[src/hw/rtl/scpf_pkg.sv]
// ----------------------------------------------------------------------------
// scpf_pkg
// Shared types and constants of the sensor command packet framer.
// ----------------------------------------------------------------------------
package scpf_pkg;

    localparam int MAX_DATA    = 32;
    localparam int QUEUE_DEPTH = 4;
    localparam int QUEUE_AW    = $clog2(QUEUE_DEPTH);

    localparam logic [7:0]  SYNC_HI    = 8'hEF;
    localparam logic [7:0]  SYNC_LO    = 8'h01;
    localparam logic [7:0]  CMD_ID     = 8'h01;
    localparam logic [31:0] ADDR_RESET = 32'hFFFF_FFFF;
    localparam logic [15:0] LEN_EXTRA  = 16'd3;

    localparam logic [3:0] STEP_SYNC_HI = 4'd0;
    localparam logic [3:0] STEP_SYNC_LO = 4'd1;
    localparam logic [3:0] STEP_ADDR3   = 4'd2;
    localparam logic [3:0] STEP_ADDR2   = 4'd3;
    localparam logic [3:0] STEP_ADDR1   = 4'd4;
    localparam logic [3:0] STEP_ADDR0   = 4'd5;
    localparam logic [3:0] STEP_IDENT   = 4'd6;
    localparam logic [3:0] STEP_LEN_HI  = 4'd7;
    localparam logic [3:0] STEP_LEN_LO  = 4'd8;
    localparam logic [3:0] STEP_BYTE    = 4'd9;
    localparam logic [3:0] STEP_SUM_HI  = 4'd10;
    localparam logic [3:0] STEP_SUM_LO  = 4'd11;

    typedef struct packed {
        logic        is_head;
        logic        add_cksum;
        logic [7:0]  byte_value;
        logic [7:0]  len_hi;
        logic [7:0]  len_lo;
        logic [15:0] sum;
    } req_t;

    typedef struct packed {
        logic valid;
        req_t req;
    } push_t;

    typedef struct packed {
        logic full;
        logic empty;
        req_t head;
    } queue_status_t;

endpackage

[src/hw/rtl/sensor_command_packet_framer_core.sv]
// ----------------------------------------------------------------------------
// sensor_command_packet_framer_core
// Frames sensor command packets with a 16-bit additive checksum. A first
// request (is_first high) carries the instruction and data count and yields
// the 10-byte head, or 12 bytes with the checksum when the count is zero;
// each data request yields its byte, plus the two checksum bytes after the
// last one. Counts above MAX_DATA saturate, and data requests outside a
// packet are dropped. Requests enter at one per cycle while the 4-entry
// request queue has room; the output side sends one byte per cycle while
// tx_stall is low, and a packet head yields 10 or 12 bytes and each data
// request 1 or 3. The user writes device_address through cfg_write/cfg_data
// only while the block is idle; the block itself does not enforce this.
// ----------------------------------------------------------------------------
module sensor_command_packet_framer_core (
    input  logic        clk,
    input  logic        rst_n,
    input  logic        cfg_write,
    input  logic [31:0] cfg_data,
    input  logic        item_valid,
    output logic        item_stall,
    input  logic        is_first,
    input  logic [7:0]  byte_value,
    input  logic [5:0]  data_count,
    output logic        tx_valid,
    input  logic        tx_stall,
    output logic [7:0]  tx_byte,
    output logic        end_of_packet
);
    import scpf_pkg::*;

    logic [31:0]   addr_reg;
    push_t         push;
    queue_status_t qstat;
    logic          pop;

    always_ff @(posedge clk or negedge rst_n)
    begin
        if (!rst_n)
            addr_reg <= ADDR_RESET;
        else if (cfg_write)
            addr_reg <= cfg_data;
    end

    scpf_front u_front (
        .clk        (clk),
        .rst_n      (rst_n),
        .item_valid (item_valid),
        .item_stall (item_stall),
        .is_first   (is_first),
        .byte_value (byte_value),
        .data_count (data_count),
        .qstat      (qstat),
        .push       (push)
    );

    scpf_queue u_queue (
        .clk   (clk),
        .rst_n (rst_n),
        .push  (push),
        .pop   (pop),
        .qstat (qstat)
    );

    scpf_back u_back (
        .clk            (clk),
        .rst_n          (rst_n),
        .device_address (addr_reg),
        .qstat          (qstat),
        .pop            (pop),
        .tx_valid       (tx_valid),
        .tx_stall       (tx_stall),
        .tx_byte        (tx_byte),
        .end_of_packet  (end_of_packet)
    );

endmodule

[src/hw/rtl/scpf_front.sv]
// ----------------------------------------------------------------------------
// scpf_front
// Accepts input items, tracks packet state and checksum, issues requests.
// ----------------------------------------------------------------------------
module scpf_front (
    input  logic                   clk,
    input  logic                   rst_n,
    input  logic                   item_valid,
    output logic                   item_stall,
    input  logic                   is_first,
    input  logic [7:0]             byte_value,
    input  logic [5:0]             data_count,
    input  scpf_pkg::queue_status_t qstat,
    output scpf_pkg::push_t        push
);
    import scpf_pkg::*;

    logic [15:0] sum_reg, sum_next;
    logic [5:0]  remaining_reg, remaining_next;
    logic        in_packet_reg, in_packet_next;
    logic        accept;
    logic [5:0]  count_sat;
    logic [15:0] len;

    assign item_stall = qstat.full;
    assign accept     = item_valid && !qstat.full;

    always_comb
    begin
        if ({2'b00, data_count} > 8'(MAX_DATA))
            count_sat = 6'(MAX_DATA);
        else
            count_sat = data_count;
        len = 16'(count_sat) + LEN_EXTRA;
    end

    always_comb
    begin
        sum_next            = sum_reg;
        remaining_next      = remaining_reg;
        in_packet_next      = in_packet_reg;
        push.valid          = 1'b0;
        push.req.is_head    = is_first;
        push.req.add_cksum  = 1'b0;
        push.req.byte_value = byte_value;
        push.req.len_hi     = len[15:8];
        push.req.len_lo     = len[7:0];
        push.req.sum        = sum_reg;
        if (accept)
        begin
            if (is_first)
            begin
                sum_next = 16'(CMD_ID) + 16'(len[15:8]) + 16'(len[7:0]) + 16'(byte_value);
                remaining_next     = count_sat;
                in_packet_next     = (count_sat != 6'd0);
                push.valid         = 1'b1;
                push.req.add_cksum = (count_sat == 6'd0);
                push.req.sum       = sum_next;
            end
            else if (in_packet_reg && remaining_reg != 6'd0)
            begin
                sum_next           = sum_reg + 16'(byte_value);
                remaining_next     = remaining_reg - 6'd1;
                in_packet_next     = (remaining_reg != 6'd1);
                push.valid         = 1'b1;
                push.req.add_cksum = (remaining_reg == 6'd1);
                push.req.sum       = sum_next;
            end
            else
            begin
                // drop
                remaining_next = 6'd0;
                in_packet_next = 1'b0;
            end
        end
    end

    always_ff @(posedge clk or negedge rst_n)
    begin
        if (!rst_n)
        begin
            sum_reg       <= 16'd0;
            remaining_reg <= 6'd0;
            in_packet_reg <= 1'b0;
        end
        else
        begin
            sum_reg       <= sum_next;
            remaining_reg <= remaining_next;
            in_packet_reg <= in_packet_next;
        end
    end

endmodule

[src/hw/rtl/scpf_queue.sv]
// ----------------------------------------------------------------------------
// scpf_queue
// Short request queue between the front and the back sequencer.
// ----------------------------------------------------------------------------
module scpf_queue (
    input  logic                    clk,
    input  logic                    rst_n,
    input  scpf_pkg::push_t         push,
    input  logic                    pop,
    output scpf_pkg::queue_status_t qstat
);
    import scpf_pkg::*;

    req_t                entries [QUEUE_DEPTH];
    logic [QUEUE_AW-1:0] wr_ptr_reg;
    logic [QUEUE_AW-1:0] rd_ptr_reg;
    logic [QUEUE_AW:0]   count_reg, count_next;

    assign qstat.full  = (count_reg == (QUEUE_AW+1)'(QUEUE_DEPTH));
    assign qstat.empty = (count_reg == '0);
    assign qstat.head  = entries[rd_ptr_reg];

    always_comb
    begin
        count_next = count_reg;
        if (push.valid && !pop)
            count_next = count_reg + 1'b1;
        else if (!push.valid && pop)
            count_next = count_reg - 1'b1;
    end

    always_ff @(posedge clk)
    begin
        if (push.valid)
            entries[wr_ptr_reg] <= push.req;
    end

    always_ff @(posedge clk or negedge rst_n)
    begin
        if (!rst_n)
        begin
            wr_ptr_reg <= '0;
            rd_ptr_reg <= '0;
            count_reg  <= '0;
        end
        else
        begin
            if (push.valid)
                wr_ptr_reg <= wr_ptr_reg + 1'b1;
            if (pop)
                rd_ptr_reg <= rd_ptr_reg + 1'b1;
            count_reg <= count_next;
        end
    end

endmodule

[src/hw/rtl/scpf_back.sv]
// ----------------------------------------------------------------------------
// scpf_back
// Byte sequencer: expands each request into packet bytes, one per cycle unless stalled.
// ----------------------------------------------------------------------------
module scpf_back (
    input  logic                    clk,
    input  logic                    rst_n,
    input  logic [31:0]             device_address,
    input  scpf_pkg::queue_status_t qstat,
    output logic                    pop,
    output logic                    tx_valid,
    input  logic                    tx_stall,
    output logic [7:0]              tx_byte,
    output logic                    end_of_packet
);
    import scpf_pkg::*;

    typedef enum logic [1:0] {
        ST_IDLE = 2'b01,
        ST_SEND = 2'b10
    } state_t;

    state_t      state_reg, state_next;
    req_t        cur_reg, cur_next;
    logic [3:0]  step_reg, step_next;
    logic [7:0]  byte_reg, byte_next;
    logic        eop_reg, eop_next;
    logic        valid_reg, valid_next;
    logic        advance;
    logic        emit;
    logic        last;
    req_t        req;
    logic [3:0]  step;
    logic [7:0]  sel_byte;

    assign advance = !valid_reg || !tx_stall;

    always_comb
    begin
        if (state_reg == ST_SEND)
        begin
            req = cur_reg;
            step = step_reg;
        end
        else
        begin
            req = qstat.head;
            step = qstat.head.is_head ? STEP_SYNC_HI : STEP_BYTE;
        end
        emit = advance && ((state_reg == ST_SEND) || !qstat.empty);
        pop  = advance && (state_reg == ST_IDLE) && !qstat.empty;
        last = (step == STEP_SUM_LO) || (step == STEP_BYTE && !req.add_cksum);
    end

    always_comb
    begin
        case (step)
            STEP_SYNC_HI: sel_byte = SYNC_HI;
            STEP_SYNC_LO: sel_byte = SYNC_LO;
            STEP_ADDR3:   sel_byte = device_address[31:24];
            STEP_ADDR2:   sel_byte = device_address[23:16];
            STEP_ADDR1:   sel_byte = device_address[15:8];
            STEP_ADDR0:   sel_byte = device_address[7:0];
            STEP_IDENT:   sel_byte = CMD_ID;
            STEP_LEN_HI:  sel_byte = req.len_hi;
            STEP_LEN_LO:  sel_byte = req.len_lo;
            STEP_BYTE:    sel_byte = req.byte_value;
            STEP_SUM_HI:  sel_byte = req.sum[15:8];
            STEP_SUM_LO:  sel_byte = req.sum[7:0];
            default:      sel_byte = 8'h00;
        endcase
    end

    always_comb
    begin
        state_next = state_reg;
        cur_next   = cur_reg;
        step_next  = step_reg;
        byte_next  = byte_reg;
        eop_next   = eop_reg;
        valid_next = valid_reg;
        if (emit)
        begin
            byte_next  = sel_byte;
            eop_next   = (step == STEP_SUM_LO);
            valid_next = 1'b1;
            cur_next   = req;
            step_next  = step + 4'd1;
            state_next = last ? ST_IDLE : ST_SEND;
        end
        else if (advance)
        begin
            valid_next = 1'b0;
        end
    end

    always_ff @(posedge clk)
    begin
        cur_reg  <= cur_next;
        byte_reg <= byte_next;
        eop_reg  <= eop_next;
    end

    always_ff @(posedge clk or negedge rst_n)
    begin
        if (!rst_n)
        begin
            state_reg <= ST_IDLE;
            step_reg  <= STEP_SYNC_HI;
            valid_reg <= 1'b0;
        end
        else
        begin
            state_reg <= state_next;
            step_reg  <= step_next;
            valid_reg <= valid_next;
        end
    end

    assign tx_valid      = valid_reg;
    assign tx_byte       = byte_reg;
    assign end_of_packet = eop_reg;

endmodule

[config.mk]
export PLATFORM = sky130hd
export DESIGN_NAME = sensor_command_packet_framer_core
export DESIGN_NICKNAME = d
export VERILOG_FILES = /design/src/hw/rtl/scpf_pkg.sv /design/src/hw/rtl/sensor_command_packet_framer_core.sv /design/src/hw/rtl/scpf_front.sv /design/src/hw/rtl/scpf_queue.sv /design/src/hw/rtl/scpf_back.sv
export SDC_FILE = /design/constraint.sdc
export NUM_CORES = 1
export LEC_CHECK = 0
export ABC_AREA = 0
export BUFFER_PORTS_ARGS = -buffer_cell sky130_fd_sc_hd__buf_2
export CORE_ASPECT_RATIO = 1.4
export CORE_MARGIN = 8
export CORE_UTILIZATION = 45
export CTS_CLUSTER_DIAMETER = 100
export CTS_CLUSTER_SIZE = 14
export DETAILED_ROUTE_END_ITERATION = 6
export PLACE_DENSITY = 0.61
export SYNTH_ARGS = -nofsm -noshare
export SYNTH_HDL_FRONTEND = slang
export SYNTH_SLANG_ARGS = --single-unit
[constraint.sdc]
create_clock -name clk -period 8.15 [get_ports clk]
set_input_delay 1.63 -clock clk [delete_from_list [all_inputs] [get_ports clk]]
set_output_delay 1.63 -clock clk [all_outputs]
set_load 0.005 [all_outputs]
==> flow_summary.yaml <==
cells_and_area:
  drive_above_1_share: 0.236
  fin_cells: 1213
  multi_input_area_sq_um: 3960
  design_area_sq_um: 12700
  area_growth_pct: 10.8
  diodes: 0
  largest_reg_flops: 132
  fillers: 2203
  register_area_sq_um: 7230
  final_nets: 964
routing:
  wl_per_cell_um: 20.9
  wl_um: 25400
  drc: 0
  ant_nets: 0
  vias_per_cell: 5.64
  drtIter0Drc: 353
  vias: 6844
  firstDrtPassIters: 5
place:
  port_buffers: 62
  placed_area_sq_um: 12100
  dpl_worst_slack_ns: 3.39
  hpwl_um: 17000
  placed_cells: 1176
  globalplace.congestion: 0.858
global_route:
  antenna_found_initial: 1
  grt_max_degree: 70
  overflow: 0
  first_global_vias: 7172
  grt_usage: 0.167
  grt_pass1_wl_um: 40300
power_and_ir_drop:
  power_density_nw_per_um2: 370
  intPower_mw: 3.01
  p_seq_frac: 0.432
  clkPwrFrac: 0.196
  power.total_mw: 4.68
  switching_share: 0.356
  p_leak_nw: 4.69
  switchingPower_mw: 1.67
  ir_worst_vdd_mv: 0.184
  combPwrFrac: 0.372
synthesis:
  ys_top_cells_by_count: "edfxtp_1, nand2_1, dfrtp_1"
  synth-edff-count: 182
  synth_top_family_by_area: "multiplexers"
  synth_seq_cells: 251
  synthAdderAreaFrac: 0.0370
  synth_cells: 820
  synth-simple-area-share: 0.0954
  synth.largest_area_cell: "edfxtp_1"
  avgSynthCellArea_sq_um: 13.9
  synthFlopType: "edfxtp_1"
  netlist.area_leader.share: 0.478
  synth_seq_area_share: 0.633
  ys.warnings.count: 0
  synth_xor_area_frac: 0.0184
  synth_compound_area_frac: 0.0922
  syn_area_sq_um: 11400
  synth.area.mux_share: 0.100
  synth-async-reset-ratio: 0.275
  synth_area_leaders: "edfxtp_1, dfrtp_1, dfstp_2"
  synth.most_common_cell: "edfxtp_1"
  synthDistinctLibCells: 66
critical_path:
  worstPathMaxFanout: 9
  cp.required_ns: 8.43
  crit_type: "in2reg"
  cp.arrival_ns: 4.57
  r2r-start: "u_queue.rd_ptr_reg[0]$_DFFE_PN0P_"
  r2r_slack_ns: 4.22
  worstReg2RegEnd: "u_back.tx_byte[1]$_DFFE_PP_"
  r2r_cells: 11
  crit_path_start_kind: "input pin"
  critPathCaptureType: "flip-flop"
clock_network:
  postCtsSetupRepairBufs: 0
  clkLatencyLatePin_ns: 0.50
  path_clk_slew_ns: 0.06
  h-tree-depth: 1
  cts_tree: "yes"
  cts_hold_buf: 0
  cts-root-buf: "clkbuf_16"
  cts_resized: 0
  clockBufferDepth: 3
  numCtsBuffers: 21
  cts_sinks: 251
flow_run:
  max_cap_viol_count: 0
timing:
  hold_viol_final: 0
  setup_ws_ns: 3.86
  grt_setup_unrepaired: "no"
  finalSetupViolations: 0
  max_freq_mhz: 233
  fin_crit_ns: 4.29
  skew_ns: 0.0127
  slew_viol_final: 0
  fin_crit_sh: 0.527
  max-slew-margin-rel: 0.367
  final.setup.tns_ns: 0
  worst-slew-pin-transition_ns: 0.946
die:
  die_w_um: 151
  dieArea_sq_um: 30800
  coreArea_sq_um: 25200
  std_cell_rows: 69
  start_util: 0.453
  io_pins: 63
  die_h_um: 205
outcome:
  status: "finished clean"
hold_path:
  holdPathStages: 1
  hp-start: "u_queue.count_reg[2]$_DFFE_PN0P_"
  hold-path-endpoint: "u_queue.count_reg[2]$_DFFE_PN0P_"
  min_path_type: "reg2reg"
## worst max-delay path by stage
stage                        startpoint                         endpoint  slack (ns)  cells past startpoint
after floorplan           data_count[5]  u_queue.entries[0][7]$_DFFE_PP_        3.77                     11
after global placement    data_count[5]  u_queue.entries[0][7]$_DFFE_PP_        3.43                     11
after detailed placement  data_count[5]  u_queue.entries[3][7]$_DFFE_PP_        3.39                     11
after CTS                 data_count[5]  u_queue.entries[0][7]$_DFFE_PP_        3.89                     11
after global routing      data_count[5]  u_queue.entries[1][7]$_DFFE_PP_        3.69                     11
final                     data_count[5]  u_queue.entries[1][7]$_DFFE_PP_        3.86                     11
## stage by stage
step                hold WS, ns   util
CTS                       0.498  0.502
floorplan                 0.447      -
global placement          0.469  0.479
global route              0.540  0.502
finish                    0.493  0.502
detailed placement        0.489  0.479
## final cells by class
type / instances / share of cell area
multi-input combinational: 510 / 0.313
clock buffer: 37 / 0.0462
inverter: 23 / 0.00682
tap: 319 / 0.0315
sequential: 251 / 0.571
timing repair buffer: 73 / 0.0312
## layout by cell type (no fill, tap or decap), types with 21 or more instances in the layout
cell       netlist  final
dfrtp_1         36     35
buf_2            8     61
a21oi_1         26     25
inv_1           23     23
ha_1            29     29
nor2_1          32     32
mux4_2          33     33
clkbuf_16        0     21
o21ai_0         25     25
nand2_1        117    117
mux2_2          34     34
edfxtp_1       182    182
dfstp_2         33     33
## logic make-up (layout without fill, tap and decap cells)
logic type	count (synthesis)	after routing
other	1	5
flip-flops	251	251
AND/OR/NAND/NOR	232	232
adder cells (fa/ha/maj)	32	32
AO/OA/AOI/OAI	148	148
multiplexers	69	69
buffers and inverters	63	133
XOR/XNOR	24	24
## metal layers
layer	global-route usage	share of wire
met1	0.209	0.43
met2	0.287	0.50
met3	0.0285	0.045
met4	0.0578	0.030
met5	0	0
## worst max-delay path: stages
cell      delay [ns]
buf_2           0.14
nand2b_1        0.25
ha_1            0.26
or3_1           0.37
a21oi_1         0.38
ha_1            0.35
or4_1           0.53
o211ai_1        0.13
xnor2_1         0.14
o22ai_1         0.08
a21oi_1         0.31
## power groups by stage
| stage | clock network, mW | logic (mW) | registers, mW |
|---|---|---|---|
| global route | 0.992 | 1.92 | 2.06 |
| finish | 0.917 | 1.74 | 2.02 |
| floorplan | 0 | 1.25 | 2.00 |
| global placement | 0 | 1.73 | 2.04 |
| detailed placement | 0 | 1.75 | 2.05 |
| CTS | 0.945 | 1.76 | 2.03 |
Note: power is estimated with default switching activity, not from simulation.
